[config.mk]
export PLATFORM = sky130hd
export DESIGN_NAME = pfm_front
export DESIGN_NICKNAME = d
export VERILOG_FILES = /design/src/hw/rtl/pfm_pkg.sv /design/src/hw/rtl/pfm_front.sv
export SDC_FILE = /design/constraint.sdc
export NUM_CORES = 1
export LEC_CHECK = 0
export BUFFER_PORTS_ARGS = -buffer_cell sky130_fd_sc_hd__buf_4
export CAP_MARGIN = 10
export CORE_MARGIN = 3
export CORE_UTILIZATION = 40
export DETAILED_ROUTE_END_ITERATION = 10
export HOLD_SLACK_MARGIN = 0.05
export PLACE_DENSITY = 0.7
export SLEW_MARGIN = 20
export SYNTH_ARGS = -nofsm -noshare
export SYNTH_HDL_FRONTEND = slang
export SYNTH_SLANG_ARGS = --single-unit
[constraint.sdc]
create_clock -name clk -period 12.5 [get_ports clk]
set_clock_uncertainty 0.05 [all_clocks]
set_input_delay 0 -clock clk [delete_from_list [all_inputs] [get_ports clk]]
set_output_delay 0 -clock clk [all_outputs]
set_load 0.02 [all_outputs]
[src/hw/rtl/pfm_pkg.sv]
// Shared types, constants and arithmetic helpers of the power-flow mismatch accumulator.
`default_nettype none

package pfm_pkg;

    localparam int MAX_BUSES      = 4096;
    localparam int FRAC_BITS      = 16;
    localparam int MID_DEPTH_DEF  = 4;
    localparam int OUT_DEPTH_DEF  = 4;
    localparam int SUM_LIMIT_BITS = 40;
    localparam int SLOT_W         = 12;

    typedef logic signed [31:0] word_t;
    typedef logic signed [63:0] wide_t;

    localparam wide_t S32_MAX = 64'sd2147483647;
    localparam wide_t S32_MIN = -64'sd2147483648;
    localparam wide_t S64_MAX = 64'sh7FFF_FFFF_FFFF_FFFF;
    localparam wide_t S64_MIN = 64'sh8000_0000_0000_0000;
    localparam wide_t SUM_LIM = 64'sd1 <<< SUM_LIMIT_BITS;

    typedef struct packed {
        logic              mode;
        logic              node_class;
        logic [SLOT_W-1:0] out_slot;
        word_t             own_e;
        word_t             own_f;
        word_t             target_p;
        word_t             target_second;
        word_t             conductance;
        word_t             susceptance;
        word_t             other_e;
        word_t             other_f;
        logic              last_term;
    } item_t;

    typedef struct packed {
        logic [SLOT_W-1:0] result_slot;
        logic              result_class;
        word_t             p_mismatch;
        word_t             second_mismatch;
    } result_t;

    typedef enum logic [1:0] {
        CMD_HEADER = 2'd0,
        CMD_TERM   = 2'd1,
        CMD_LAST   = 2'd2
    } cmd_kind_t;

    typedef struct packed {
        logic [SLOT_W-1:0] slot;
        logic              node_class;
        word_t             own_e;
        word_t             own_f;
        word_t             target_p;
        word_t             target_second;
    } hdr_t;

    typedef struct packed {
        cmd_kind_t   kind;
        hdr_t        hdr;
        word_t [3:0] op_a;
        word_t [3:0] op_b;
    } cmd_t;

    typedef struct packed {
        logic [SLOT_W-1:0] slot;
        logic              node_class;
        word_t             target_p;
        word_t             target_second;
        word_t             pv_second;
    } row_t;

    function automatic wide_t mul32(input word_t a, input word_t b);
        return wide_t'(a) * wide_t'(b);
    endfunction

    // Floor division by two to the fraction width.
    function automatic wide_t shr(input wide_t x);
        return x >>> FRAC_BITS;
    endfunction

    function automatic word_t sat32(input wide_t x);
        word_t r;
        if (x > S32_MAX) begin
            r = word_t'(S32_MAX);
        end else if (x < S32_MIN) begin
            r = word_t'(S32_MIN);
        end else begin
            r = word_t'(x);
        end
        return r;
    endfunction

    function automatic wide_t sat_add64(input wide_t a, input wide_t b);
        logic signed [64:0] s;
        wide_t r;
        s = {a[63], a} + {b[63], b};
        if (s[64] != s[63]) begin
            r = s[64] ? S64_MIN : S64_MAX;
        end else begin
            r = s[63:0];
        end
        return r;
    endfunction

    function automatic wide_t clamp_sum(input wide_t x);
        wide_t r;
        if (x > SUM_LIM) begin
            r = SUM_LIM;
        end else if (x < -SUM_LIM) begin
            r = -SUM_LIM;
        end else begin
            r = x;
        end
        return r;
    endfunction

endpackage

`default_nettype wire

[src/hw/rtl/pfm_front.sv]
// Front end: accepts items, classifies them into commands and queues them for the back end.
`default_nettype none

module pfm_front #(
    parameter int DEPTH = pfm_pkg::MID_DEPTH_DEF
) (
    input  wire logic          clk,
    input  wire logic          rst_n,
    input  wire logic          push,
    output logic               full,
    input  wire pfm_pkg::item_t item,
    input  wire logic          cmd_pop,
    output logic               cmd_empty,
    output pfm_pkg::cmd_t      cmd
);
    import pfm_pkg::*;

    localparam int PW = (DEPTH > 1) ? $clog2(DEPTH) : 1;
    localparam int CW = $clog2(DEPTH + 1);

    cmd_t           queue_mem [DEPTH];
    cmd_t           cmd_in;
    logic [PW-1:0]  wr_ptr_reg;
    logic [PW-1:0]  rd_ptr_reg;
    logic [CW-1:0]  count_reg;
    logic           accept;
    logic           take;

    assign full      = (count_reg == CW'(DEPTH));
    assign cmd_empty = (count_reg == '0);
    assign accept    = push && !full;
    assign take      = cmd_pop && !cmd_empty;
    assign cmd       = queue_mem[rd_ptr_reg];

    // Classify the item and line up the multiplier operands. A header squares
    // its own voltage parts and its second target; a term forms g*ej, b*fj,
    // g*fj and b*ej.
    always_comb
    begin
        cmd_in                  = '0;
        cmd_in.hdr.node_class   = item.node_class;
        cmd_in.hdr.own_e        = item.own_e;
        cmd_in.hdr.own_f        = item.own_f;
        cmd_in.hdr.target_p     = item.target_p;
        cmd_in.hdr.target_second = item.target_second;
        if (32'(item.out_slot) >= MAX_BUSES) begin
            cmd_in.hdr.slot = SLOT_W'(MAX_BUSES - 1);
        end else begin
            cmd_in.hdr.slot = item.out_slot;
        end
        if (item.mode == 1'b0) begin
            cmd_in.kind    = CMD_HEADER;
            cmd_in.op_a[0] = item.own_e;
            cmd_in.op_b[0] = item.own_e;
            cmd_in.op_a[1] = item.own_f;
            cmd_in.op_b[1] = item.own_f;
            cmd_in.op_a[2] = item.target_second;
            cmd_in.op_b[2] = item.target_second;
            cmd_in.op_a[3] = '0;
            cmd_in.op_b[3] = '0;
        end else begin
            cmd_in.kind    = item.last_term ? CMD_LAST : CMD_TERM;
            cmd_in.op_a[0] = item.conductance;
            cmd_in.op_b[0] = item.other_e;
            cmd_in.op_a[1] = item.susceptance;
            cmd_in.op_b[1] = item.other_f;
            cmd_in.op_a[2] = item.conductance;
            cmd_in.op_b[2] = item.other_f;
            cmd_in.op_a[3] = item.susceptance;
            cmd_in.op_b[3] = item.other_e;
        end
    end

    always_ff @(posedge clk)
    begin
        if (accept) begin
            queue_mem[wr_ptr_reg] <= cmd_in;
        end
    end

    always_ff @(posedge clk or negedge rst_n)
    begin
        if (!rst_n) begin
            wr_ptr_reg <= '0;
            rd_ptr_reg <= '0;
            count_reg  <= '0;
        end else begin
            if (accept) begin
                wr_ptr_reg <= (wr_ptr_reg == PW'(DEPTH - 1)) ? '0 : wr_ptr_reg + 1'b1;
            end
            if (take) begin
                rd_ptr_reg <= (rd_ptr_reg == PW'(DEPTH - 1)) ? '0 : rd_ptr_reg + 1'b1;
            end
            case ({accept, take})
                2'b10:   count_reg <= count_reg + 1'b1;
                2'b01:   count_reg <= count_reg - 1'b1;
                default: count_reg <= count_reg;
            endcase
        end
    end

endmodule

`default_nettype wire

Word-level counts from Yosys, hierarchy flattened:

Memories as Yosys holds them, arrays and structs flattened.
Cells that the tools add are included.

* reductions and logical operators: 6
* eq/ne operators: 5
* mux-type cells: 8
* add/subtract/negate cells: 4

Operators with widths (count)
* 2-to-1 mux 256 bit: 1
* 2-to-1 mux 2 bit: 4
* == test 2 bit (second input constant): 3
* case mux 3 bit (2 select lines): 1
* adder 2 x 1 -> 2 bit (second input constant): 2
* adder 3 x 1 -> 3 bit (second input constant): 1
* == test 3 bit (second input constant): 1
* zero test 3 bit: 1
* subtractor 3 x 1 -> 3 bit (second input constant): 1
* == test 2 x 1 -> 1 bit (second input constant): 1
* logical AND 1 bit: 2
* zero test 1 bit: 2
* 2-to-1 mux 1 bit: 2
* nonzero test 2 bit: 1

* memory bits (writable): 1596
* register bits: 7
* input port bits: 275
* memories: 1

Memories
* queue_mem: words 4, bits a word 399, rd ports 1, clocked after memory_dff 0, write ports 1, RTL line pfm_front.sv:21 `cmd_t queue_mem [DEPTH];`

Longest topological paths before layout:

Gate-level depths: netlist of the first run.

* depth in word-level cells: 5
* depth in mapped cells: 9
* mapped depth without buffers: 9

Worst setup path before layout of the first run:

OpenSTA, ideal clock, no wires.

* path kind: reg2reg
* start point: register count_reg[2]
* end point: memory queue_mem[0][0] in the netlist's numbering (enable)
* setup time: 0.814 ns
* arrival time: 9.961 ns
* buffers on the path: 0
* slack: 1.675 ns
* cell stages (with the launch flop): 4
* cells stage by stage: dfrtp_1 nor3b_1 nor2b_1 and2_1

* word-level cells in the longest chain between the ends: 5

Ends and longest elaborated chain
* start, declared: RTL line pfm_front.sv:25 `logic [CW-1:0] count_reg;`
* start signal, assigned: RTL line pfm_front.sv:95 `2'b10: count_reg <= count_reg + 1'b1;`
* start signal, assigned: RTL line pfm_front.sv:96 `2'b01: count_reg <= count_reg - 1'b1;`
* start signal, assigned: RTL line pfm_front.sv:97 `default: count_reg <= count_reg;`
* == test 3 bit: RTL line pfm_front.sv:29 `assign full = (count_reg == CW'(DEPTH));`
* net full: RTL line pfm_front.sv:10 `output logic full,`
* zero test 1 bit: RTL line pfm_front.sv:31 `assign accept = push && !full;`
* logical AND 1 bit: RTL line pfm_front.sv:31
* 2-to-1 mux 1 bit: RTL line pfm_front.sv:76 `if (accept) begin`
* 2-to-1 mux 1 bit (implied by the code): RTL line pfm_front.sv:77 `queue_mem[wr_ptr_reg] <= cmd_in;`
* end, declared: RTL line pfm_front.sv:21

The timed path passes the listed nets, and every way through them passes these cells.

==> summary.md, run 1 <==
| Metric | Value |
|---|---|
| Worst R2R Start | count_reg[2]$_DFFE_PN0P_ |
| Worst vdd ir | approximately 0.22 mV |
| Sw frac | between 30% and 40% |
| Crit path from | rd_ptr_reg[0]$_DFFE_PN0P_ |
| Reg2Reg Setup Slack | about 8100 ps |
| CP Data Arrival Time | between 5000 and 6000 ps |
| Area occupied by multi-input gates | 11200 um2 |
| Final count of pins violating max slew | 0 |
| Psw | around 6 mW |
| Tcrit/Tclk final | between 40% and 50% |
| Status | finished clean |
| Seq/Total Area, Yosys | 79.3% |
| Routed vias | 30600 |
| TritonCTS clock tree | done |
| Nature of the critical path endpoint | output pin |
| Overall die area | between 150000 and 200000 um2 |
| Comb power frac | 34.5% |
| First-pass GRT wire length | ~210 mm |
| Yosys Warn Count | 0 |
| Share of cells above drive strength 1 | approximately 34% |
| Pre-antenna DRT Iters | 5 |
| Syn-to-layout area delta | 27.0% |
| Max Freq | 190 MHz |
| Worst Hold Class | input port to flop |
| Post-route minimum period | about 5300 ps |
| CTS clk-pin slew, worst paths | 60 ps |
| Fin. Hold Viols | 0 |
| Kind of critical path | flop to output pin |
| Total Routing Usage GR | between 10% and 20% |
| I/O Buffers | 675 |
| Post-CTS resize count | 0 |
| Yosys cell types | 23 |
| Fillers | between 10000 and 15000 |
| Max Cap Viol | 0 |
| Core ar. | about 150000 um2 |
| Power, Total | 18.4 mW |
| Initial Util | around two fifths |
| Synth Area per Inst | roughly 23 um2 |
| Gr ovfl total | 0 |
| Mapped Cells | 2600 |
| DRT Wirelength | 145 mm |
| Num CTS Buffers | 164 |
| Drt drc | 0 |
| Post-DP HPWL | between 80 and 90 mm |
| Vias per cell | approximately 5.1 |
| CTS Sinks | 1603 |
| Synthesized flop and latch total | roughly 1600 |
| Largest net degree at the start of global routing | 134 |
| Startpoint Class | flop |
| Final setup violation count | 0 |
| Clk buf depth | 3 |
| Power Density | between 200 and 250 nW/um2 |
| Worst-skew pair later-pin latency | 770 ps |
| CTS root buf | clkbuf_16 |
| Mapped Nets | 2882 |
| Most frequent cells in the layout | edfxtp_1 (1596), buf_4 (694), dlygate4sd3_1 (449) |
| Sequential cell area | around 48000 um2 |
| Setup TNS | 0 ps |
| Die Wd | roughly 400 um |
| Vias in the first global route | approximately 32000 |
| Core Rows | 142 |
| Syn Std Cell Area | 60700 um2 |
| H-tree level count | 4 |
| Worst Tran Pin Value | between 1000 and 1500 ps |
| Die Y | 395 um |
| Routability congestion estimate | a little under 0.8 |
| Fin nets | roughly 4100 |
| Internal power | about 12 mW |
| Leakage | 26.9 nW |
| WP data required | about 12000 ps |
| Detail Route Antenna Nets | 0 |
| Routed WL per cell | about 24 um |
| Initial antenna violation count | 9 |
| Sequential Power Share | 40.3% |
| Hold Path Origin | item[55] |
| Ports | slightly below 700 |
| Commonest non-fill, non-tap cell in the layout | edfxtp_1 |
| Clock power share | 25.2% |
| Max-slew headroom | 28.2% |
| Post-layout util | ~50% |
| Initial drt markers | 2755 |
| Largest register FFs | roughly 1600 |
| RSZ-0062 raised after global routing | false |
| Crit Path Max Fanout | 48 |
-- path summary, 6_finish.rpt --
kind | end | depth (start not counted)
max in group asynchronous | rd_ptr_reg[0]$_DFFE_PN0P_ | 3
worst max-delay path | cmd[279] | 5
worst min-delay path | queue_mem[1][118]$_DFFE_PP_ | 4
min in group asynchronous | rd_ptr_reg[1]$_DFFE_PN0P_ | 3
worst min register to register | count_reg[2]$_DFFE_PN0P_ | 1
worst max register to register | queue_mem[3][42]$_DFFE_PP_ | 6
-- synthesized netlist by cell type --
cell         n  area share (%)
and2_1      37            0.38
buf_12      42             1.4
buf_2       55            0.45
buf_4        1           0.012
buf_6        1           0.019
buf_8        1           0.025
clkbuf_1    15           0.093
dfrtp_1      7            0.29
edfxtp_1  1596              79
fa_1         1           0.033
ha_1         6            0.12
inv_1       39            0.24
mux2_2       4           0.074
mux2i_1      1           0.017
mux4_2     399              15
nand2_1    256             1.6
nand2b_1   129             1.3
nor2_1       3           0.019
nor2b_1      2           0.021
nor3_1       1          0.0082
nor3b_1      1           0.012
xnor2_1      1           0.014
xor2_1       2           0.029
-- kinds of logic after synthesis --
group                    Yosys count  share of synthesized area (%)
multiplexers                     404                           14.9
AND/OR/NAND/NOR                  429                           3.36
buffers and inverters            154                           2.23
flip-flops                      1603                           79.3
adder cells (fa/ha/maj)            7                          0.157
XOR/XNOR                           3                         0.0433
-- worst max-delay path: stages, from the launching register on --
cell and delay (ps):
dfrtp_4 870, buf_4 770, buf_4 900, buf_4 820, mux4_2 650, buf_4 180
-- stage by stage --
| stage | area, um2 | std cells | worst slack, ps | hold WS [ps] |
|---|---|---|---|---|
| floorplan | 60700 | 2600 | 1680 | -346 |
| global placement | 67400 | 5207 | 7850 | -230 |
| detailed placement | 67400 | 5207 | 7840 | -229 |
| CTS | 77000 | 5953 | 6950 | 50.1 |
| global route | 77000 | 5955 | 6670 | 88.0 |
| finish | 77100 | 5958 | 7220 | 139 |
-- metal layers --
layer | track usage, % | wire length, um
met3 | 5.80 | 13600
met2 | 28.8 | 69100
met5 | 0 | 11
met1 | 24.7 | 57700
met4 | 5.90 | 4130
-- cell type report --
| type | instances | area share, % |
|---|---|---|
| Sequential cell | 1603 | 62.4 |
| Clock buffer | 199 | 5.52 |
| Tap cell | 2016 | 3.27 |
| Clock inverter | 98 | 1.12 |
| Timing Repair Buffer | 1155 | 12.9 |
| Multi-Input combinational cell | 843 | 14.5 |
| Inverter | 39 | 0.190 |
| Antenna cell | 5 | 0.0162 |
-- what timing repair did --
| action | CTS | global route |
|---|---|---|
| hold endpoints to repair | 1623 | 0 |
| setup endpoints to repair | 0 | 0 |
| hold buffers | 449 | 0 |
| buffers inserted | 0 | 0 |
-- power groups by stage --
stage	sequential (mW)	combinational (mW)	clock (mW)
2_1_floorplan	7.86	4.08	0
3_3_place_gp	7.46	6.31	0
3_5_place_dp	7.51	6.31	0
4_1_cts	7.40	6.44	4.75
5_1_grt	7.48	6.69	4.98
6_report	7.40	6.34	4.64
Note: power is estimated with default switching activity, not from simulation.
==> run 2: changes to the inputs <==
==> constraint.sdc (replaced) <==
create_clock -name clk -period 5.2 [get_ports clk]
set_clock_uncertainty 0.05 [all_clocks]
set_input_delay 0 -clock clk [delete_from_list [all_inputs] [get_ports clk]]
set_output_delay 0 -clock clk [all_outputs]
set_load 0.02 [all_outputs]
==> run 2 against run 1 <==
Compared with the run above: sequential power grew 140%; utilization up 0.51 points; die area stayed put; largest cell class unchanged; critical path depth is 2 lower; hold slack worse by 27 ps; design area is 0.99% higher; setup slack worse by 5300 ps; critical path type unchanged.
==> summary.md, run 2 (synthesis results as in run 1) <==
| Metric | Value |
|---|---|
| Clk buf depth | 3 (unchanged) |
| R2R cell count | 4 (-2) |
| Vias per cell | 5.15 (+0.31%) |
| Slowest-stage cell, CP | dfrtp_4 |
| Total Routing Usage GR | 18.9% (+0.46 points) |
| First-pass GRT wire length | 218 mm (+1.6%) |
| Placed Area | 68000 um2 (+0.82%) |
| Worst Tran Pin Value | 925 ps (-151 ps) |
| Most frequent cells in the layout | edfxtp_1 (1596), buf_4 (741), dlygate4sd3_1 (455) |
| Worst Hold Class | input port to flop |
| TritonCTS clock tree | done |
| Status | finished clean |
| Largest net degree at the start of global routing | 81 (-40%) |
| Initial drt markers | 3066 (+11%) |
| Tcrit/Tclk final | 63.3% |
| Crit path largest cell delay | 980 ps (+80 ps) |
| CTS clk-pin slew, worst paths | 60 ps (about the same) |
| Commonest non-fill, non-tap cell in the layout | edfxtp_1 |
| Crit Path Max Fanout | 38 (-21%) |
| Gr ovfl total | 0 (unchanged) |
| CP Data Arrival Time | 3240 ps (-1990 ps) |
| Worst-skew pair later-pin latency | 780 ps (about the same) |
| Most frequent CP cell | buf_4 |
| Die Y | 395 um (unchanged) |
| Power Density | 578 nW/um2 (+140%) |
| Post-CTS setup buffers | 0 (unchanged) |
| WHS | 112 ps (-27.0 ps) |
| Kind of critical path | flop to output pin |
| Fin nets | 4152 (+1.6%) |
| CTS Sinks | 1603 (unchanged) |
| DRT Wirelength | 148 mm (+2.7%) |
| Post-CTS resize count | 0 (unchanged) |
| Drt drc | 0 (unchanged) |
| Core ar. | 150000 um2 (unchanged) |
| Max Freq | 304 MHz |
| Ports | 676 (unchanged) |
| Share of cells above drive strength 1 | 34.7% (+0.76 points) |
| Worst vdd ir | 0.423 mV (+95%) |
| Num CTS Buffers | 164 (unchanged) |
| Overall die area | 156000 um2 (unchanged) |
| Nature of the critical path endpoint | output pin |
| Core Rows | 142 (unchanged) |
| Post-route minimum period | around 3300 ps |
| Fillers | 11400 (-2.0%) |
| I/O Buffers | 675 (unchanged) |
| Pre-antenna DRT Iters | 7 (+2) |
| H-tree level count | 4 (unchanged) |
| Final setup violation count | 0 (unchanged) |
| Fin. Hold Viols | 0 (unchanged) |
| Final count of pins violating max slew | 0 (unchanged) |
| Design area | 77800 um2 (+0.99%) |
| Max-slew headroom | 38.3% (+10 points) |
| Detail Route Antenna Nets | 0 (unchanged) |
| Routed WL per cell | 24.6 um (+1.6%) |
| Syn-to-layout area delta | 28.3% |
| Routed vias | 31100 (+1.5%) |
| RSZ-0062 raised after global routing | false |
| WP data required | 5150 ps (-7300 ps) |
| Initial Util | 40.4% (unchanged) |
| Routability congestion estimate | 0.777 (+0.56%) |
| Leakage | 27.3 nW (+1.5%) |
| Vias in the first global route | 32600 (+1.4%) |
| Hold path depth | 4 (unchanged) |
| Max Cap Viol | 0 (unchanged) |
| CP Cell Sequence | buf_4, mux4_2, buf_4 |
| Die Wd | 395 um (unchanged) |
| Cts hold-fix bufs | 455 (+1.3%) |
| Startpoint Class | flop |
| Initial antenna violation count | 12 (+3) |
| Largest register FFs | 1596 (unchanged) |
| Post-DP HPWL | 92.5 mm (+6.1%) |
| CTS root buf | clkbuf_16 |
run 2: changes by cell type in the layout (fill, tap and decap cells not counted), sizes merged:
cell         before  now
buf             705  763
bufinv            9   14
clkbuf          200  203
clkinv           78   74
clkinvlp          2    4
dlygate4sd3     449  455
inv              48   47
run 2: path summary, 6_finish.rpt:
kind / from / end / slack (ps)
max in group asynchronous: rst_n / rd_ptr_reg[1]$_DFFE_PN0P_ / 4650
worst max-delay path: rd_ptr_reg[0]$_DFFE_PN0P_ / cmd[246] / 1910
worst min-delay path: item[110] / queue_mem[3][205]$_DFFE_PP_ / 110
worst max register to register: count_reg[2]$_DFFE_PN0P_ / queue_mem[3][116]$_DFFE_PP_ / 2320
worst min register to register: count_reg[2]$_DFFE_PN0P_ / count_reg[2]$_DFFE_PN0P_ / 440
min in group asynchronous: rst_n / count_reg[0]$_DFFE_PN0P_ / 170
run 2: worst max-delay path: cells and delay by family, from the launching register on:
family                 cells  cell delay (ps)
flip-flops                 1              980
multiplexers               1              630
buffers and inverters      2              810
run 2: final cells by class:
cell class | count | area, um2 | area share, %
antenna | 5 | 12.5 | 0.0161
clock buffer | 202 | 4330 | 5.57
clock inverter | 100 | 920 | 1.18
inverter | 39 | 146 | 0.188
multi-input combinational | 843 | 11200 | 14.4
sequential | 1603 | 48100 | 61.8
tap | 2016 | 2520 | 3.24
timing repair buffer | 1219 | 10600 | 13.6
run 2: power breakdown:
part / internal, mW / switching [mW]
Combinational: 6.67 / 9.06
Sequential: 17.1 / 0.667
Clock: 6.63 / 4.82
run 2: routing by layer:
| metal | vias up | part of all wire, % | global-route usage, % |
|---|---|---|---|
| met5 | - | 0.026 | 0 |
| met4 | 6 | 2.8 | 6.03 |
| met3 | 215 | 9.4 | 5.72 |
| met2 | 1390 | 48 | 29.5 |
| met1 | 16200 | 40 | 25.5 |
| li1 | 13300 | - | - |
run 2: stage by stage:
step                      cells  setup WS (ps)  utilization, %  total power, mW  setup TNS, ps
after floorplan            2600          -1150               -             28.1       -1833870
after global placement     5264           2270            45.2             33.5              0
after detailed placement   5264           2300            45.2             33.6              0
after CTS                  6021           1700            51.8             45.4              0
after global routing       6024           1650            51.8             46.7              0
final                      6027           1910            51.8             44.9              0
