## src/hw/rtl/pfm_pkg.sv

```systemverilog
// Shared types, constants and arithmetic helpers of the power-flow mismatch accumulator.
`default_nettype none

package pfm_pkg;

    localparam int MAX_BUSES      = 4096;
    localparam int FRAC_BITS      = 16;
    localparam int MID_DEPTH_DEF  = 4;
    localparam int OUT_DEPTH_DEF  = 4;
    localparam int SUM_LIMIT_BITS = 40;
    localparam int SLOT_W         = 12;

    typedef logic signed [31:0] word_t;
    typedef logic signed [63:0] wide_t;

    localparam wide_t S32_MAX = 64'sd2147483647;
    localparam wide_t S32_MIN = -64'sd2147483648;
    localparam wide_t S64_MAX = 64'sh7FFF_FFFF_FFFF_FFFF;
    localparam wide_t S64_MIN = 64'sh8000_0000_0000_0000;
    localparam wide_t SUM_LIM = 64'sd1 <<< SUM_LIMIT_BITS;

    typedef struct packed {
        logic              mode;
        logic              node_class;
        logic [SLOT_W-1:0] out_slot;
        word_t             own_e;
        word_t             own_f;
        word_t             target_p;
        word_t             target_second;
        word_t             conductance;
        word_t             susceptance;
        word_t             other_e;
        word_t             other_f;
        logic              last_term;
    } item_t;

    typedef struct packed {
        logic [SLOT_W-1:0] result_slot;
        logic              result_class;
        word_t             p_mismatch;
        word_t             second_mismatch;
    } result_t;

    typedef enum logic [1:0] {
        CMD_HEADER = 2'd0,
        CMD_TERM   = 2'd1,
        CMD_LAST   = 2'd2
    } cmd_kind_t;

    typedef struct packed {
        logic [SLOT_W-1:0] slot;
        logic              node_class;
        word_t             own_e;
        word_t             own_f;
        word_t             target_p;
        word_t             target_second;
    } hdr_t;

    typedef struct packed {
        cmd_kind_t   kind;
        hdr_t        hdr;
        word_t [3:0] op_a;
        word_t [3:0] op_b;
    } cmd_t;

    typedef struct packed {
        logic [SLOT_W-1:0] slot;
        logic              node_class;
        word_t             target_p;
        word_t             target_second;
        word_t             pv_second;
    } row_t;

    function automatic wide_t mul32(input word_t a, input word_t b);
        return wide_t'(a) * wide_t'(b);
    endfunction

    // Floor division by two to the fraction width.
    function automatic wide_t shr(input wide_t x);
        return x >>> FRAC_BITS;
    endfunction

    function automatic word_t sat32(input wide_t x);
        word_t r;
        if (x > S32_MAX) begin
            r = word_t'(S32_MAX);
        end else if (x < S32_MIN) begin
            r = word_t'(S32_MIN);
        end else begin
            r = word_t'(x);
        end
        return r;
    endfunction

    function automatic wide_t sat_add64(input wide_t a, input wide_t b);
        logic signed [64:0] s;
        wide_t r;
        s = {a[63], a} + {b[63], b};
        if (s[64] != s[63]) begin
            r = s[64] ? S64_MIN : S64_MAX;
        end else begin
            r = s[63:0];
        end
        return r;
    endfunction

    function automatic wide_t clamp_sum(input wide_t x);
        wide_t r;
        if (x > SUM_LIM) begin
            r = SUM_LIM;
        end else if (x < -SUM_LIM) begin
            r = -SUM_LIM;
        end else begin
            r = x;
        end
        return r;
    endfunction

endpackage

`default_nettype wire

```

## src/hw/rtl/pfm_result_queue.sv

```systemverilog
// Result queue: holds finished mismatch results until the receiver pops them.
`default_nettype none

module pfm_result_queue #(
    parameter int DEPTH = pfm_pkg::OUT_DEPTH_DEF
) (
    input  wire logic             clk,
    input  wire logic             rst_n,
    input  wire logic             res_push,
    input  wire pfm_pkg::result_t res,
    output logic                  out_full,
    input  wire logic             pop,
    output logic                  empty,
    output pfm_pkg::result_t      result
);
    import pfm_pkg::*;

    localparam int PW = (DEPTH > 1) ? $clog2(DEPTH) : 1;
    localparam int CW = $clog2(DEPTH + 1);

    result_t       queue_mem [DEPTH];
    logic [PW-1:0] wr_ptr_reg;
    logic [PW-1:0] rd_ptr_reg;
    logic [CW-1:0] count_reg;
    logic          put;
    logic          take;

    assign out_full = (count_reg == CW'(DEPTH));
    assign empty    = (count_reg == '0);
    assign put      = res_push && !out_full;
    assign take     = pop && !empty;
    assign result   = queue_mem[rd_ptr_reg];

    always_ff @(posedge clk)
    begin
        if (put) begin
            queue_mem[wr_ptr_reg] <= res;
        end
    end

    always_ff @(posedge clk or negedge rst_n)
    begin
        if (!rst_n) begin
            wr_ptr_reg <= '0;
            rd_ptr_reg <= '0;
            count_reg  <= '0;
        end else begin
            if (put) begin
                wr_ptr_reg <= (wr_ptr_reg == PW'(DEPTH - 1)) ? '0 : wr_ptr_reg + 1'b1;
            end
            if (take) begin
                rd_ptr_reg <= (rd_ptr_reg == PW'(DEPTH - 1)) ? '0 : rd_ptr_reg + 1'b1;
            end
            case ({put, take})
                2'b10:   count_reg <= count_reg + 1'b1;
                2'b01:   count_reg <= count_reg - 1'b1;
                default: count_reg <= count_reg;
            endcase
        end
    end

endmodule

`default_nettype wire

```

## config.mk

```make
export PLATFORM = sky130hd
export DESIGN_NAME = pfm_result_queue
export DESIGN_NICKNAME = d
export VERILOG_FILES = /design/src/hw/rtl/pfm_pkg.sv /design/src/hw/rtl/pfm_result_queue.sv
export SDC_FILE = /design/constraint.sdc
export NUM_CORES = 1
export LEC_CHECK = 0
export BUFFER_PORTS_ARGS = -buffer_cell sky130_fd_sc_hd__buf_2
export CORE_MARGIN = 4
export CORE_UTILIZATION = 55
export CTS_CLUSTER_DIAMETER = 100
export CTS_CLUSTER_SIZE = 40
export DETAILED_ROUTE_END_ITERATION = 8
export GPL_ROUTABILITY_DRIVEN = 0
export GPL_TIMING_DRIVEN = 0
export PLACE_DENSITY = 0.81
export SETUP_SLACK_MARGIN = 0.05
export SKIP_CTS_REPAIR_TIMING = 1
export SYNTH_ARGS = -nofsm -noshare
export SYNTH_HDL_FRONTEND = slang
export SYNTH_SLANG_ARGS = --single-unit
export TNS_END_PERCENT = 5
```

## constraint.sdc

```tcl
create_clock -name clk -period 7.6 [get_ports clk]
set_clock_uncertainty 0.1 [all_clocks]
set_input_delay 1.14 -clock clk [delete_from_list [all_inputs] [get_ports clk]]
set_output_delay 1.14 -clock clk [all_outputs]
set_load 0.005 [all_outputs]
```

Word-level counts from Yosys, hierarchy flattened

Memories as Yosys holds them, arrays and structs flattened.
Index checks and enable logic that the tools add are counted.

Multiplexer cells: 5
Eq/ne operators: 5
Add/sub/neg operators: 4
Reduce and logical (&&, ||, !) cells: 6

Operator list:

| operator                                                               | number |
|---|---|
| 2-bit equality test (second input constant)                            | 3 |
| 3-bit one-hot mux with 2 select lines                                  | 1 |
| 2-bit by 1-bit adder with 2-bit output (second input constant)         | 2 |
| 2-bit 2-to-1 mux                                                       | 2 |
| 3-bit by 1-bit adder with 3-bit output (second input constant)         | 1 |
| 3-bit equality test (second input constant)                            | 1 |
| 3-bit logical NOT                                                      | 1 |
| 3-bit by 1-bit subtractor with 3-bit output (second input constant)    | 1 |
| 2-bit by 1-bit equality test with 1-bit output (second input constant) | 1 |
| 1-bit logical AND                                                      | 2 |
| 1-bit logical NOT                                                      | 2 |
| 1-bit 2-to-1 mux                                                       | 2 |
| 2-bit nonzero test                                                     | 1 |

Bits in registers: 7
Input port bits: 81
Word-level logic and storage cells: 24
Memory bits (writable): 308
Memories kept: 1
Output and inout port bits: 79

Memory list:

| memory    | depth | bits a word | rd ports | clocked after memory_dff | write ports | line                   | RTL |
|---|---|---|---|---|---|---|---|
| queue_mem | 4     | 77          | 1        | 0                        | 1           | pfm_result_queue.sv:21 | `result_t queue_mem [DEPTH];` |

Depth between registers and ports, before layout

Gate-level depths: netlist (run 1).

Depth after elaboration: 5
Gate-level depth with buffers: 9
Mapped depth without buffers: 9

Worst setup path after synthesis (run 1)

Ideal clock, no wire load.

Path kind: input port to flip-flop
From: in res_push
To: mem queue_mem[0][0] in the netlist's numbering (enable)
Buffers on the path: 0
Required time: 7.056 ns
Path slack: 3.766 ns
Stages: 2
Data arrival time: 3.290 ns
Library setup time: 0.444 ns
Cell sequence: nor2b_1 > and2_1

Longest elaborated chain between the ends: 3

Ends and longest elaborated chain:

| item                                   | line                   | RTL |
|---|---|---|
| from (decl)                            | pfm_result_queue.sv:9  | `input wire logic res_push,` |
| 1-bit logical AND                      | pfm_result_queue.sv:30 | `assign put = res_push && !out_full;` |
| 1-bit 2-to-1 mux                       | pfm_result_queue.sv:36 | `if (put) begin` |
| 1-bit 2-to-1 mux (not written as such) | pfm_result_queue.sv:37 | `queue_mem[wr_ptr_reg] <= res;` |
| to (decl)                              | pfm_result_queue.sv:21 |  |

Every way passes these cells.

==> results.toml, run 1 <==
[sta]
fin_crit_sh_pct = 45.60
whs_ns = 0.3653
max_freq_mhz = 288.5
tns_ns = 0
period_minus_slack_ns = 3.466
rsz0062_at_grt = "no"
relSlewSlack_pct = 54.57
setup_viol = 0
worst_pin_slew_ns = 0.6814
hold_viol_final = 0
slew_violations = 0
setup_slack_ns = 4.134

[synthesis]
ys_seq_elements = 315
syn-cell-area_mm2 = 0.01156
synth_fp_nets = 531
ys_types = 21
synth.area.top_cells = "edfxtp_1 80%, mux4_2 15%, dfrtp_1 1.5%, ha_1 0.65%, mux2_2 0.39%"
netlist.area_leader.share_pct = 80.03
yosysWarnings = 0
seq_area_frac_synth_pct = 81.55
synth_area_per_cell_um2 = 26.09
netlist_instances = 443
synth_top_cell_by_area = "edfxtp_1"

[worst_hold_path]
worstHoldPathType = "in2async"

[place]
numPortBuffers = 159
dp.cells = 876
place_ws_ns = 4.378
dpl-instance-area_mm2 = 0.01280
dp_hpwl_mm = 13.76

[power]
powerDensity_mw_per_mm2 = 352.3
vdd_drop_max_v = 0.0002717
leakage_nw = 4.433

[setup_path]
crit_fanout = 10
crit_family = "buffers and inverters"
r2r-end = "queue_mem[2][13]$_DFFE_PP_"
crit_chain = "buf_2 > clkbuf_1 > mux4_2 > buf_2"
crit_top_cell = "buf_2"
path_class = "reg2out"
rrSetupSlack_ns = 5.06
endpoint_kind = "primary output"
path_buf_inv = 3
crit_start = "rd_ptr_reg[1]$_DFFE_PN0P_"
worst-endpoint-required_ns = 6.36
startpoint_type = "flip-flop"
crit_end = "result[52]"
cp_slowest_stage_delay_ns = 0.55
rr_worst_depth = 4
cp.depth = 4
cp.arrival_ns = 2.23
r2r_start = "count_reg[2]$_DFFE_PN0P_"
critical-path-slowest-cell = "clkbuf_1"

[floorplanning]
ios = 160
die-area_mm2 = 0.02339
die-width_um = 153.0
fp.coreArea_mm2 = 0.02043
die_h_um = 153.0
initial_core_util_pct = 56.57
row_count = 52

[cts]
path_clk_slew_ns = 0.13
clk-insertion-delay-late_ns = 0.48
cts_sinks = 315
cts.path.max_buffers = 3
cts_root_buf = "clkbuf_16"
cts_buffers = 11
cts_tree = "built"
htree_levels = 1

[cells_and_area]
drive_gt1_share_pct = 44.05
fin_cells = 893
syn_to_final_growth_pct = 13.36
largest_reg_flops = 308
fin_nets = 707
stdcell_area_mm2 = 0.01310

[drt]
ant_nets = 0
postRouteWirelength_mm = 20.78
drc = 0
vias = 5088
drtIter0Drc = 420
dr.pass1.iters = 4
post_drt_wl_per_cell_um = 23.27
routed_via_density = 5.698

[grt]
grt-ovfl-total = 0
antenna_found_initial = 3
grt_use_total_pct = 17.85
grt_max_degree = 43
grt_pass1_vias = 5617
grt_pass1_wl_mm = 32.33

[outcome]
status = "completed"

[flow_run]
drv_cap = 0
[synthesized netlist by cell type (all sizes together)]
cell type	n
nand2b	1
nor3	1
mux2i	1
and2	4
ha	6
mux2	4
fa	1
edfxtp	308
xnor2	1
nor3b	1
buf	14
mux4	77
dfrtp	7
nor2b	1
inv	7
clkbuf	4
nor2	3
xor2	2
[metal layers]
metal / vias up / share of wire (%) / track usage, %
met2: 147 / 53 / 31.06
met5: - / 0.13 / 0
li1: 2232 / - / -
met4: 4 / 1.7 / 3.734
met1: 2677 / 39 / 24.15
met3: 28 / 5.9 / 3.280
[worst reg2reg max path: cells and delay by family, from the launching register on]
family	cells	cell delay, ns
buf+inv	1	0.32
flops	1	0.43
simple gates	3	1.33
[report_power, final]
group	internal, mW	switching (mW)
Sequential	2.29	0.0858
Combinational	0.753	0.758
Clock	0.274	0.455
[cell families after synthesis]
logic type,Yosys count,share of synthesized area (%)
xor gates and xnor gates,3,0.2274
adders and majority gates,7,0.8229
buffers and inverters,25,1.386
DFF,315,81.55
muxes,82,15.48
and+or+nand+nor,11,0.5305
[layout make-up]
| class | instances | area, um2 |
|---|---|---|
| multi-input cells | 103 | 1982 |
| well taps | 270 | 337.8 |
| fillers | 1357 | 7330 |
| clock buffers | 15 | 290.3 |
| plain buffers | 18 | 133.9 |
| flip-flops and latches | 315 | 9424 |
| repair buffers | 163 | 898.4 |
| diodes | 1 | 2.502 |
| clock inverters | 1 | 5.005 |
| inverters | 7 | 26.28 |
[worst min-delay path by stage]
stage / slack (ns) / start / cells past startpoint / endpoint
finish: 0.37 / rst_n / 1 / rd_ptr_reg[0]$_DFFE_PN0P_
global route: 0.34 / rst_n / 1 / count_reg[2]$_DFFE_PN0P_
CTS: 0.36 / rst_n / 1 / rd_ptr_reg[0]$_DFFE_PN0P_
detailed placement: 0.39 / count_reg[2]$_DFFE_PN0P_ / 1 / count_reg[2]$_DFFE_PN0P_
global placement: 0.37 / count_reg[2]$_DFFE_PN0P_ / 1 / count_reg[2]$_DFFE_PN0P_
floorplan: 0.36 / count_reg[2]$_DFFE_PN0P_ / 1 / count_reg[2]$_DFFE_PN0P_
[through the flow]
| step | power (mW) | utilization (%) |
|---|---|---|
| after floorplan | 3.342 | - |
| after global placement | 3.902 | 62.11 |
| after detailed placement | 3.977 | 62.67 |
| after CTS | 4.688 | 64.11 |
| after global routing | 4.870 | 64.12 |
| final | 4.615 | 64.12 |
[layout by cell type (no fill, tap or decap), types with 4 or more instances in the layout]
master / Yosys / final
and2_4: 0 / 4
buf_2: 6 / 165
buf_4: 5 / 5
clkbuf_1: 4 / 8
clkbuf_16: 0 / 11
dfrtp_1: 7 / 7
edfxtp_1: 308 / 308
ha_1: 6 / 6
inv_1: 7 / 7
mux2_2: 4 / 4
mux4_2: 77 / 77
(Power assumes the default switching activity.)
==> run 2: changes to the inputs <==
Settings changed: ABC_AREA set to 1, PLACE_DENSITY 0.81 to 0.8.
Clock period 7.6 ns to 3.4 ns, I/O delays scaled along.
==> run 2 against run 1 <==
Non-clock buffer count increased by 41. Power increased by 150%. Largest power group unchanged. Critical endpoint is now result[46]. Synthesized cell count increased by 120%. Hold slack got worse by 0.24 ns. Wire length increased by 24%.
==> results.toml, run 2 <==
[outcome]
status = "completed"

[synthesis]
synth_top_cell_by_area = "edfxtp_1"
synth_area_per_cell_um2 = 13.13
yosysMostFrequentCell = "edfxtp_1"
ys_seq_elements = 315
synth-edff-count = 308
seq_area_frac_synth_pct = 74.83
syn-cell-area_mm2 = 0.01259
yosysWarnings = 0
netlist.area_leader.share_pct = 73.44
ys.flop_type = "edfxtp_1"
ys_async_sr_fraction_pct = 2.222
ys_types = 17
netlist_instances = 959
synth_fp_nets = 1047
synth.area.top_cells = "edfxtp_1 73%, o211ai_1 9.2%, nand2_1 7.3%, inv_1 5.0%, buf_2 1.4%"
synth_commonest_cells = "308 x edfxtp_1, 246 x nand2_1, 169 x inv_1"

[cells_and_area]
multi_input_area_mm2 = 0.002282
post-route-util_pct = 63.57
stdcell_area_mm2 = 0.01435
fin_cells = 1433
largest_reg_flops = 308
fillCellCount = 1626
layout_common_cells = "308 x edfxtp_1, 246 x nand2_1, 194 x buf_2"
fin_nets = 1231
drive_gt1_share_pct = 20.31
final_common_cell = "edfxtp_1"
ff_latch_area_mm2 = 0.009424
syn_to_final_growth_pct = 13.93

[setup_path]
crit_chain = "buf_4 > clkbuf_1 > o211ai_1 > nand2_1 > buf_2"
cp.arrival_ns = 1.97
endpoint_kind = "primary output"
startpoint_type = "flip-flop"
cp_slowest_stage_delay_ns = 0.45
critical-path-slowest-cell = "clkbuf_1"
path_buf_inv = 3
path_class = "reg2out"
worst-endpoint-required_ns = 2.79
crit_family = "buffers and inverters"
crit_fanout = 10

[sta]
slew_violations = 0
period_minus_slack_ns = 2.583
max_freq_mhz = 387.2
hold_viol_final = 0
tns_ns = 0
relSlewSlack_pct = 38.03
rsz0062_at_grt = "no"
worst_pin_slew_ns = 0.9273
setup_viol = 0
fin_crit_sh_pct = 75.96

[drt]
vias = 7615
routed_via_density = 5.314
post_drt_wl_per_cell_um = 17.99
postRouteWirelength_mm = 25.78
drc = 0
ant_nets = 0
drtIter0Drc = 567
dr.pass1.iters = 5

[grt]
grt_pass1_wl_mm = 40.61
grt_pass1_vias = 7746
grt_use_total_pct = 20.08
grt-ovfl-total = 0
grt_max_degree = 42
antenna_found_initial = 4

[cts]
cts_root_buf = "clkbuf_16"
cts_sinks = 315
cts.path.max_buffers = 3
htree_levels = 1
cts_buffers = 11
cts_tree = "built"
path_clk_slew_ns = 0.13
clk-insertion-delay-late_ns = 0.48

[worst_hold_path]
worstHoldPathType = "in2reg"

[floorplanning]
ios = 160
die-area_mm2 = 0.02538
initial_core_util_pct = 55.80
die_h_um = 159.3
die-width_um = 159.3
row_count = 55
fp.coreArea_mm2 = 0.02257

[place]
dpl-instance-area_mm2 = 0.01401
numPortBuffers = 159
dp_hpwl_mm = 17.23
dp.cells = 1414

[flow_run]
drv_cap = 0

[power]
leakage_nw = 5.763
power_mw = 11.39
vdd_drop_max_v = 0.0006472
powerDensity_mw_per_mm2 = 793.5
## run 2: cell type report
cell class,count,share of cell area [%]
Antenna cell,1,0.01744
Tap cell,285,2.485
Clock buffer,16,2.049
Clock inverter,1,0.2093
Multi-Input combinational cell,423,15.91
Timing Repair Buffer,171,7.255
Sequential cell,315,65.68
Buffer,51,1.953
Inverter,170,4.447
## run 2: cell families (layout without fill, tap and decap cells)
logic type / count (synthesis) / after routing / share of synthesized area, %
flip-flops: 315 / 315 / 74.83
AND/OR/NAND/NOR: 260 / 260 / 7.838
buffers and inverters: 221 / 409 / 7.292
AO/OA/AOI/OAI: 155 / 155 / 9.219
adder cells (fa/ha/maj): 7 / 7 / 0.7550
XOR/XNOR: 1 / 1 / 0.06955
other: 0 / 1 / 0
## run 2: path summary, 6_finish.rpt
check	depth (start not counted)	from	to	slack [ns]
min in group asynchronous	2	rst_n	wr_ptr_reg[0]$_DFFE_PN0P_	0.30
worst min register to register	1	count_reg[0]$_DFFE_PN0P_	count_reg[0]$_DFFE_PN0P_	0.39
max in group asynchronous	2	rst_n	count_reg[2]$_DFFE_PN0P_	2.73
worst max register to register	5	count_reg[1]$_DFFE_PN0P_	queue_mem[3][53]$_DFFE_PP_	0.93
worst min-delay path	1	res[35]	queue_mem[0][35]$_DFFE_PP_	0.12
worst max-delay path	5	rd_ptr_reg[1]$_DFFE_PN0P_	result[46]	0.82
## run 2: per-layer routing
metal	track usage [%]	share of wire, %
met1	25.76	40
met2	35.62	51
met3	4.452	7.2
met4	4.103	1.8
met5	0	0.23
## run 2: report_power, final
part	internal (mW)	switching (mW)	total, mW
sequential	5.08	0.174	5.25
combinational	1.61	2.81	4.43
clock	0.693	1.02	1.71
## run 2: worst reg2reg max path: stages (launching register included)
cell and delay [ns]:
dfrtp_1 0.38, inv_1 0.09, nand3_1 0.17, nand2_1 0.31
nor2_4 0.81, buf_12 0.29
## run 2: stage by stage
stage	hold WS, ns	setup slack [ns]
6_report	0.1239	0.8174
5_1_grt	0.1064	0.6602
4_1_cts	-0.2813	0.7943
3_5_place_dp	0.2542	0.9079
3_3_place_gp	0.2514	-3.681
2_1_floorplan	0.1144	-1.132
==> run 3: changes to the inputs <==
Clock period 3.4 ns to 2.6 ns, I/O delays scaled along.
==> run 3 against run 2 <==
Critical path depth unchanged. Critical endpoint is now result[16]. Register-to-register slack got worse by 0.67 ns. Utilization is 3.4 points higher. Worst setup slack got worse by 0.72 ns. Final cell count grew 5.0%. Clock power rose by 43%. Highest routed layer unchanged. Flip-flop and latch count did not move. Hold slack lost 0.12 ns. Largest power group unchanged.
==> results.toml, run 3 (synthesis gave the netlist of run 2 again) <==
[power]
swShare_pct = 35.80
pwr-share-seq_pct = 44.9
powerDensity_mw_per_mm2 = 1013
p_sw_mw = 5.488
vdd_drop_max_v = 0.0007941
p_int_mw = 9.840
pwr-share-clk_pct = 15.9
leakage_nw = 6.094
comb_power_share_pct = 39.2

[sta]
tns_ns = 0
slew_violations = 0
hold_viol_final = 0
setup_viol = 0
max_freq_mhz = 399.6
rsz0062_at_grt = "yes"
fin_crit_sh_pct = 96.25
relSlewSlack_pct = 57.92
period_minus_slack_ns = 2.502
setup_slack_ns = 0.09762
worst_pin_slew_ns = 0.6305

[floorplanning]
initial_core_util_pct = 55.80
die-area_mm2 = 0.02538
die_h_um = 159.3
ios = 160
die-width_um = 159.3
row_count = 55
fp.coreArea_mm2 = 0.02257

[cts]
cts_tree = "built"
path_clk_slew_ns = 0.13
cts_buffers = 12
clk-insertion-delay-late_ns = 0.50
cts_sinks = 315
htree_levels = 1
cts.path.max_buffers = 3
cts_root_buf = "clkbuf_16"

[setup_path]
crit_chain = "buf_4 > clkbuf_1 > o211ai_1 > nand2_1 > buf_2"
path_buf_inv = 3
cp_slowest_stage_delay_ns = 0.48
cp.arrival_ns = 2.01
crit_start = "rd_ptr_reg[1]$_DFFE_PN0P_"
path_class = "reg2out"
critical-path-slowest-cell = "clkbuf_1"
worst-endpoint-required_ns = 2.11
endpoint_kind = "primary output"
r2r_start = "count_reg[0]$_DFFE_PN0P_"
startpoint_type = "flip-flop"
crit_family = "buffers and inverters"
crit_fanout = 10

[place]
dp_hpwl_mm = 17.19
place_ws_ns = -0.05989
numPortBuffers = 159

[drt]
drc = 0
routed_via_density = 5.301
post_drt_wl_per_cell_um = 18.31
vias = 7973
ant_nets = 0
drtIter0Drc = 592
dr.pass1.iters = 5
postRouteWirelength_mm = 27.54

[grt]
grt_pass1_vias = 7529
grt_max_degree = 42
grt-ovfl-total = 0
grt_pass1_wl_mm = 40.18
antenna_found_initial = 2
grt_use_total_pct = 19.99

[outcome]
status = "completed"

[cells_and_area]
syn_to_final_growth_pct = 20.11
largest_reg_flops = 308
layout_common_cells = "308 x edfxtp_1, 245 x nand2_1, 191 x buf_2"
final_common_cell = "edfxtp_1"
fin_nets = 1299
drive_gt1_share_pct = 19.97

[worst_hold_path]
worstHoldPathType = "in2reg"
hp-start = "res[73]"

[flow_run]
drv_cap = 0
-- run 3: cell count changes in the layout (fill, tap and decap cells not counted), moves of 2 or more --
cell / change
dlygate4sd3_1: +64
buf_16: +3
buf_2: -3
clkbuf_1: -3
clkbuf_4: +3
buf_12: -2
clkbuf_16: +2
-- run 3: path summary, 6_finish.rpt --
check	to	slack (ns)	cells after the start
worst max-delay path	result[16]	0.1	5
worst min-delay path	queue_mem[2][73]$_DFFE_PP_	0.003	1
worst max register to register	queue_mem[3][43]$_DFFE_PP_	0.26	6
worst min register to register	count_reg[0]$_DFFE_PN0P_	0.40	1
max in group asynchronous	count_reg[2]$_DFFE_PN0P_	2.10	2
min in group asynchronous	count_reg[1]$_DFFE_PN0P_	0.13	2
-- run 3: per-layer routing --
metal	routed length [um]	vias to the layer above	track usage, %
li1	-	3818	-
met1	10930	3800	26.35
met2	14140	324	34.65
met3	2039	29	4.142
met4	427	2	4.615
met5	12	-	0
-- run 3: final cells by class --
cell class,count,area (um2)
sequential,315,9424
fill,1528,7445
multi-input combinational,424,2291
timing repair buffer,237,1732
inverter,170,638.1
tap,285,356.6
clock buffer,16,336.6
buffer,51,289.0
clock inverter,4,55.05
antenna,2,5.005
-- run 3: worst register-to-register path: cells and delay by family, from the launching register on --
family	cells	cell delay, ns
buf+inv	3	0.59
flops	1	0.40
simple gates	3	0.95
-- run 3: power groups by stage --
stage / registers, mW / logic [mW] / clock network, mW
global route: 6.93 / 6.66 / 2.67
CTS: 6.86 / 5.93 / 2.46
finish: 6.88 / 6.02 / 2.44
floorplan: 6.99 / 3.26 / 0
global placement: 7.07 / 5.45 / 0
detailed placement: 6.98 / 5.90 / 0
-- run 3: through the flow --
step / power (mW) / area (um2) / util (%) / hold slack [ns] / instances
4_1_cts: 15.25 / 14450 / 64.00 / -0.4155 / 1435
3_5_place_dp: 12.88 / 14050 / 62.27 / 0.1335 / 1415
2_1_floorplan: 10.25 / 12600 / - / -0.005591 / 959
5_1_grt: 16.26 / 15120 / 67.01 / -0.002740 / 1503
6_report: 15.33 / 15130 / 67.02 / 0.002809 / 1504
3_3_place_gp: 12.52 / 13760 / 60.95 / 0.1304 / 1403
